**src/rtl/q2e_pkg.sv**
```systemverilog
// shared constants and the arctangent table of the quaternion to euler block
// no dependencies
package q2e_pkg;

    localparam int QUAT_FRAC_BITS  = 14;
    localparam int ANGLE_FRAC_BITS = 13;
    localparam int ACC_BITS        = 30;
    localparam int CORDIC_STEPS    = 31;
    localparam int SQRT_STEPS      = 31;
    localparam int NORM_STEPS      = 6;
    localparam int OPER_W          = 40;
    localparam int CORD_W          = 43;
    localparam int ANG_W           = 33;
    localparam int SUM_W           = 35;
    localparam int RAD_W           = 62;
    localparam int ATAN_LAT        = 1 + NORM_STEPS + CORDIC_STEPS + 1;
    localparam int ROUND_SHIFT     = ACC_BITS - ANGLE_FRAC_BITS;

    localparam logic [31:0] PI_Q30      = 32'd3373259426;
    localparam logic [30:0] HALF_PI_Q30 = 31'd1686629713;

    // atan(2^-i) in Q30
    function automatic logic [29:0] atan_entry(input int idx);
        logic [29:0] val;
        case (idx)
            0:       val = 30'd843314856;
            1:       val = 30'd497837829;
            2:       val = 30'd263043836;
            3:       val = 30'd133525158;
            4:       val = 30'd67021686;
            5:       val = 30'd33543515;
            6:       val = 30'd16775850;
            7:       val = 30'd8388437;
            8:       val = 30'd4194282;
            9:       val = 30'd2097149;
            10:      val = 30'd1048575;
            11:      val = 30'd524287;
            12:      val = 30'd262143;
            13:      val = 30'd131071;
            14:      val = 30'd65535;
            15:      val = 30'd32767;
            16:      val = 30'd16383;
            17:      val = 30'd8191;
            18:      val = 30'd4095;
            19:      val = 30'd2047;
            20:      val = 30'd1023;
            21:      val = 30'd511;
            22:      val = 30'd255;
            23:      val = 30'd127;
            24:      val = 30'd63;
            25:      val = 30'd31;
            26:      val = 30'd15;
            27:      val = 30'd8;
            28:      val = 30'd4;
            29:      val = 30'd2;
            30:      val = 30'd1;
            default: val = '0;
        endcase
        return val;
    endfunction

endpackage

```
**src/rtl/q2e_sqrt_cell.sv**
```systemverilog
// one digit step of the restoring integer square root chain
// depends on q2e_pkg
module q2e_sqrt_cell #(
    parameter int STEP = 0
) (
    input  logic                         clk,
    input  logic                         en,
    input  logic [q2e_pkg::RAD_W-1:0]    r_in,
    input  logic [q2e_pkg::RAD_W-1:0]    v_in,
    output logic [q2e_pkg::RAD_W-1:0]    r_out,
    output logic [q2e_pkg::RAD_W-1:0]    v_out
);

    localparam logic [q2e_pkg::RAD_W-1:0] BIT_VAL =
        q2e_pkg::RAD_W'(1) << (2 * q2e_pkg::SQRT_STEPS - 2 - 2 * STEP);

    logic [q2e_pkg::RAD_W-1:0] trial;

    assign trial = r_in + BIT_VAL;

    // compare, subtract and shift in the next root bit
    always_ff @(posedge clk)
    begin
        if (en)
        begin
            if (v_in >= trial)
            begin
                v_out <= v_in - trial;
                r_out <= (r_in >> 1) + BIT_VAL;
            end
            else
            begin
                v_out <= v_in;
                r_out <= r_in >> 1;
            end
        end
    end

endmodule

```
**config.mk**
```make
export PLATFORM = sky130hd
export DESIGN_NAME = q2e_sqrt_cell
export DESIGN_NICKNAME = d
export VERILOG_FILES = /design/src/rtl/q2e_pkg.sv /design/src/rtl/q2e_sqrt_cell.sv
export SDC_FILE = /design/constraint.sdc
export NUM_CORES = 1
export LEC_CHECK = 0
export ABC_AREA = 1
export BUFFER_PORTS_ARGS = -buffer_cell sky130_fd_sc_hd__clkbuf_2
export CORE_MARGIN = 4
export CORE_UTILIZATION = 45
export DETAILED_ROUTE_END_ITERATION = 6
export PLACE_DENSITY = 0.69
export SLEW_MARGIN = 10
export SYNTH_ARGS = -nofsm -noshare
export SYNTH_HDL_FRONTEND = slang
export SYNTH_SLANG_ARGS = --single-unit
```
**constraint.sdc**
```tcl
create_clock -name clk -period 2.6 [get_ports clk]
set_input_delay 0 -clock clk [delete_from_list [all_inputs] [get_ports clk]]
set_output_delay 0 -clock clk [all_outputs]
set_load 0.02 [all_outputs]
```
== Word-level counts from Yosys, hierarchy flattened ==
Cells that the tools add are included.
Word-level totals
  output and inout port bits: 124
  bits in registers: 124
  input bits: 126
  word-level logic and storage cells: 9
Cells by class
  $lt $le $gt $ge: 1
  mux-type cells: 2
  $add $sub $neg: 3
Operators by type and width (number)
  $add 61x61->62 const B: 1
  $add 62x61->62 const B: 1
  $ge 62x62->1: 1
  $mux 62: 1
  $sub 62x62->62: 1
  $mux 61: 1

== Depth between registers and ports, before layout ==
Gate-level depths: netlist of run 1.
  word-level depth: 3
  depth in mapped cells: 18
  mapped depth without buffers: 17

== Worst setup path after synthesis of run 1 ==
Ideal clock, no wire load.
  kind: input to register
  start: input port v_in[0] in the netlist's numbering
  end: register r_out[60] in the netlist's numbering (data pin)
  library setup time: 0.253 ns
  cell stages on the path: 18
  data arrival time: 1.705 ns
  slack: 0.643 ns
  required time: 2.347 ns
  buffers on the path: 1
  path through: inv_1 ha_1 fa_1 inv_1 nand3_1 nand2_4 nand2_1 nand2_2 nand2_1 nand2_2 nand2_1 nand2_1 nand2_1 nand3_2 buf_6 nand2_1 inv_1 nor2_1
Between the ends
  word-level cells in the longest chain between the ends: 2
Ends and longest elaborated chain
  from (decl): line q2e_sqrt_cell.sv:9  | input logic [q2e_pkg::RAD_W-1:0] v_in,
  $ge 62x62->1: line q2e_sqrt_cell.sv:26  | if (v_in >= trial)
  $mux 61: line q2e_sqrt_cell.sv:26
  to (signal assigned): line q2e_sqrt_cell.sv:29  | r_out <= (r_in >> 1) + BIT_VAL;
  to (signal assigned): line q2e_sqrt_cell.sv:34  | r_out <= r_in >> 1;
  to (decl): line q2e_sqrt_cell.sv:10  | output logic [q2e_pkg::RAD_W-1:0] r_out,
No other way between the ends.
A chain may end at the register's enable or synchronous reset.

== Final worst setup path of run 1 ==
  start: input port r_in[18] in the netlist's numbering
  end: register r_out[60] in the netlist's numbering (data pin)
Between the ends
  word-level cells in the longest chain between the ends: 3
  elaborated cells on any way between the ends: 4
  those cells by class: add/sub: 2; order compare: 1; mux: 1
Ends and longest elaborated chain
  from (decl): line q2e_sqrt_cell.sv:8  | input logic [q2e_pkg::RAD_W-1:0] r_in,
  $add 62x61->62: line q2e_sqrt_cell.sv:19  | assign trial = r_in + BIT_VAL;
  $ge 62x62->1: line q2e_sqrt_cell.sv:26
  $mux 61 (*): line q2e_sqrt_cell.sv:26
Every way passes the cells marked *; elsewhere a longest branch is shown, timed or not.

==> flow_summary.toml, run 1 <==
[timing]
max_slew.worst_pin.slew_ns = 0.665
slew_violations = 0
setup_viol = 0
relSlewSlack_pct = 55.7
hold_violations = 0
fin_crit_ns = 2.52
clock.fmax_mhz = 398
finalCritPeriodShare_pct = 96.7

[yosys]
ys_seq_elements = 124
yosys_warnings = 0
synthSimpleGateAreaFrac_pct = 36.9
seq_area_frac_synth_pct = 34.7
synth_fp_nets = 1842
ys_types = 30
synth-xor-area-share_pct = 2.61
netlist_area_um2 = 10700
synthFlopType = "edfxtp_1"
avgSynthCellArea_um2 = 6.49
synth_edf_count = 124
synthArstFlopShare_pct = 0
synth_top_family_by_area = "simple AND/OR/NAND/NOR gates"
synthMuxAreaShare_pct = 0
synth_compound_area_share_pct = 3.24
synthAdderAreaFrac_pct = 7.42
syn_inst = 1653

[global_route]
antenna_found_initial = 0
grt_busiest_layer = "met2"
grt_use_met2_pct = 49.3
gr-total-overflow = 0
grt_use_met3_pct = 3.97
grt_max_degree = 125
use_met1_pct = 40.0
grt_pass1_wl_um = 59600
grt_pass1_vias = 11200
track_usage_pct = 29.0

[drt]
ant_nets = 0
totalWireLength_um = 40100
drcViolationCount = 0
drt-initial-drc-count = 1029
dr.pass1.iters = 5
vias = 11600
viasPerCell = 4.88
wl_per_cell_um = 16.8

[clocking]
cts.sinks = 124
cts_max_path_buffers = 2
htreeDepth = 4
cts_tree = "done"
cts-root-buf = "clkbuf_16"
cts.reportedPaths.clkPinSlew_ns = 0.06
numCtsBuffers = 17

[critical_path]
path_cells = "dlygate4sd3_1 -> clkbuf_2 -> inv_1 -> ha_1 -> nand2_1 -> nor2_1 -> nand2_1 -> nor2_2 -> inv_2 -> nor3_1 -> nand2_1 -> nand3_4 -> buf_12 -> buf_12 -> nand2_1 -> inv_1 -> nor2_1"
worstSetupPathType = "primary input to flip-flop"
worst_setup_path_start_kind = "primary input"
required_ns = 2.79
cpMostUsedCell = "nand2_1"
crit_path_max_incr_delay_ns = 0.53
crit_path_top_delay_cell = "dlygate4sd3_1"
arrival_ns = 2.70
cp-end-kind = "flip-flop"
crit_fanout = 8

[placed_design]
dp_hpwl_um = 29800
gp_congestion = 0.949
portBuffers = 249

[layout]
drive_gt1_share_pct = 17.8
final_common_cell = "nand2_1"
layout_common_cells = "639 x nand2_1, 398 x inv_1, 248 x clkbuf_2"
antenna_cells = 0
final_util_pct = 62.0
num-fill-cells = 2175
syn_to_final_growth_pct = 35.6
final_nets = 2241

[power_and_ir_drop]
powerDensity_nw_per_um2 = 554
peakVddDrop_v = 0.000373
totalPowerFinal_w = 0.00806
p_leak_nw = 8.20

[outcome]
status = "finished, final reports clean"

[floorplan]
dieArea_um2 = 26400
num_io_pins = 250
die_w_um = 162
design.core.area_um2 = 23500
std_cell_rows = 56
die_y_um = 162
start_util_pct = 45.7

[worst_hold_path]
worst_hold_path_type = "primary input to flip-flop"

[run]
maxCapViolations = 0
-- synthesized netlist by cell type, drive strengths merged, types with 2 or more instances --
library cell  instances  area [um2]
a21oi                38         190
and2                  5        31.3
buf                  15        96.3
edfxtp              124        3720
ha                   62         776
inv                 406        1520
nand2               652        2480
nand3               132         726
nand3b                2        15.0
nand4                18         113
nor2                118         490
nor3                 15        96.4
o21ai                30         150
xnor2                 2        17.5
xor2                 30         263
-- routing by layer --
metal / routed length (um) / vias to the layer above
li1: - / 5843
met1: 17800 / 5285
met2: 18800 / 479
met3: 2980 / 30
met4: 473 / 0
met5: 0 / -
-- critical path: cells and delay by family --
family	cells	cell delay (ns)
adder cells (fa/ha/maj)	1	0.33
buffers and inverters	7	1.12
AND/OR/NAND/NOR	9	1.27
-- sequential cells by signal (all words and copies together), names as in the netlist --
name,cells
v_out,62
r_out,62
-- power by group --
group | internal [W] | switching, W | total (W) | leakage, nW
Combinational | 0.000969 | 0.00180 | 0.00277 | 6.68
Sequential | 0.00251 | 0.0000691 | 0.00258 | 1.21
Clock | 0.00171 | 0.00101 | 0.00271 | 0.305
-- per-stage QoR --
step                setup WS, ns  hold slack, ns  instance area, um2  std cells  TNS (ns)
floorplan                  0.643          0.0989               10700       1653         0
global placement          0.0863           0.193               12400       2220         0
detailed placement        0.0946           0.194               12400       2220         0
CTS                       0.0216           0.133               14300       2375         0
global route            -0.00997           0.164               14500       2384   -0.0182
finish                    0.0848           0.139               14500       2384         0
-- repair_timing --
item / in CTS / in global routing
setup buffers: 0 / 2
resized for setup: 0 / 20
hold endpoints to repair: 124 / 0
endpoints found under the setup margin: 0 / 59
hold buffers: 123 / 0
-- layout make-up --
type | instances | area [um2] | area share (%)
Inverter | 406 | 1520 | 10.5
Timing Repair Buffer | 395 | 2800 | 19.2
Clock buffer | 18 | 429 | 2.95
Sequential cell | 124 | 3720 | 25.6
Clock inverter | 14 | 216 | 1.49
Multi-Input combinational cell | 1108 | 5450 | 37.5
Tap cell | 319 | 399 | 2.74
-- final timing paths --
check	startpoint	end	slack [ns]	depth (start not counted)
min	r_in[0]	v_out[0]	0.14	5
max	r_in[18]	r_out[60]	0.08	17
-- kinds of logic (layout without fill, tap and decap cells) --
group           Yosys count  count (layout)
compound gates           69              69
xor+xnor                 32              32
fa+ha+maj                63              63
buf+inv                 421             833
flops                   124             124
simple gates            944             944
(Power assumes the default switching activity.)
==> run 2: changes to the inputs <==
==> constraint.sdc (replaced) <==
create_clock -name clk -period 3 [get_ports clk]
set_input_delay 0 -clock clk [delete_from_list [all_inputs] [get_ports clk]]
set_output_delay 0 -clock clk [all_outputs]
set_load 0.02 [all_outputs]
==> flow_summary.toml, run 2 (synthesis results as in run 1) <==
[timing]
clock.fmax_mhz = 362
layout_setup_ws_ns = 0.239
relSlewSlack_pct = 53.7
fin_crit_ns = 2.76
hold_violations = 0
setup_viol = 0
holdWs_ns = 0.137
setup_tns_ns = 0
max_slew.worst_pin.slew_ns = 0.694
slew_violations = 0
finalCritPeriodShare_pct = 92.0
rsz0062_at_grt = "no"

[layout]
final_nets = 2224
drive_gt1_share_pct = 16.3
num-fill-cells = 2253
antenna_cells = 0
final_common_cell = "nand2_1"
syn_to_final_growth_pct = 32.3
top_regs = "r_out (62), v_out (62)"
final_cells = 2367
layout_common_cells = "642 x nand2_1, 398 x inv_1, 248 x clkbuf_2"

[drt]
totalWireLength_um = 38000
dr.pass1.iters = 6
viasPerCell = 4.78
wl_per_cell_um = 16.0
drcViolationCount = 0
ant_nets = 0
vias = 11300
drt-initial-drc-count = 1034

[critical_path]
required_ns = 3.15
crit_fanout = 50
crit_path_top_delay_cell = "dlygate4sd3_1"
worst_setup_path_start_kind = "primary input"
crit_family = "simple AND/OR/NAND/NOR gates"
arrival_ns = 2.92
cpMostUsedCell = "nand2_1"
crit_path_max_incr_delay_ns = 0.52
worstSetupPathType = "primary input to flip-flop"
path_cells = "dlygate4sd3_1 -> clkbuf_2 -> inv_1 -> ha_1 -> fa_1 -> inv_1 -> nand3_1 -> nand2_4 -> nand2_1 -> nand2_2 -> nand2_1 -> nand2_2 -> nand2_1 -> nand2_1 -> nand2_1 -> nand3_2 -> buf_12 -> o21ai_0"
cp_num_buf_inv = 5
cp-end-kind = "flip-flop"

[clocking]
cts_tree = "done"
cts.sinks = 124
post_cts_buffers = 0
numCtsBuffers = 17
htreeDepth = 4
cts-root-buf = "clkbuf_16"
cts_max_path_buffers = 2
cts.reportedPaths.clkPinSlew_ns = 0.06

[floorplan]
design.core.area_um2 = 23500
num_io_pins = 250
dieArea_um2 = 26400
start_util_pct = 45.7
std_cell_rows = 56
die_y_um = 162
die_w_um = 162

[placed_design]
dp_cells = 2212
dp_hpwl_um = 30100
place_ws_ns = 0.382
gp_congestion = 0.971
portBuffers = 249

[power_and_ir_drop]
p_leak_nw = 8.04
powerDensity_nw_per_um2 = 463
totalPowerFinal_w = 0.00657
peakVddDrop_v = 0.000336

[worst_hold_path]
worstHoldStart = "r_in[0]"
min_path_cells = 5
worst_hold_path_type = "primary input to flip-flop"
hold_end = "v_out[0]"

[global_route]
grt_pass1_vias = 10800
grt_pass1_wl_um = 58500
gr-total-overflow = 0
grt_max_degree = 125
antenna_found_initial = 0
track_usage_pct = 28.5

[outcome]
status = "finished, final reports clean"

[run]
maxCapViolations = 0
## run 2: cell types whose count changed in the layout (fill, tap and decap cells not counted), sizes merged
cell and change:
clkinvlp -2, buf -13, inv +1, clkinv +5, bufinv -3, clkbuf -5
## run 2: metal layers
layer	GRT usage [%]	vias to the layer above	share of wire, %
li1	-	5801	-
met1	40.2	5041	45
met2	46.4	426	46
met3	4.25	41	7.0
met4	7.19	0	1.9
met5	0	-	0
## run 2: area by class of cell
cell class	instances	area, um2	area share (%)
Clock inverter	15	164	1.15
Timing Repair Buffer	378	2570	18.1
Clock buffer	17	425	3.00
Tap cell	319	399	2.81
Inverter	406	1520	10.7
Multi-Input combinational cell	1108	5390	37.9
Sequential cell	124	3720	26.2
## run 2: worst max path at each step
stage | start | endpoint | slack, ns | cells after the start
floorplan | v_in[0] | r_out[60] | 1.04 | 18
global placement | v_in[0] | v_out[23] | 0.54 | 17
detailed placement | v_in[0] | v_out[16] | 0.38 | 17
CTS | v_in[0] | v_out[16] | 0.27 | 18
global route | v_in[0] | v_out[16] | 0.08 | 18
finish | v_in[0] | v_out[16] | 0.24 | 18
## run 2: where the power goes
part / switching (W) / total, W / leakage (nW) / internal (W)
combinational: 0.00146 / 0.00222 / 6.55 / 0.000754
sequential: 0.0000632 / 0.00224 / 1.21 / 0.00217
clock: 0.000881 / 0.00212 / 0.286 / 0.00124
total: 0.00241 / 0.00657 / 8.04 / 0.00417
## run 2: what timing repair did
action,CTS,global route
endpoints found under the hold margin,124,0
hold buffers,123,0
gates resized for setup,0,0
## run 2: tightest hold or removal path: cells and delay by family
family | cells | cell delay, ns
compound gates | 1 | 0.06
fa+ha+maj | 1 | 0.15
buf+inv | 2 | 0.12
simple gates | 1 | 0.05
## run 2: per-stage QoR
stage          utilization (%)  cell area (um2)
2_1_floorplan                -            10700
5_1_grt                   60.5            14200
4_1_cts                   60.5            14200
6_report                  60.5            14200
3_3_place_gp              52.7            12400
3_5_place_dp              52.7            12400
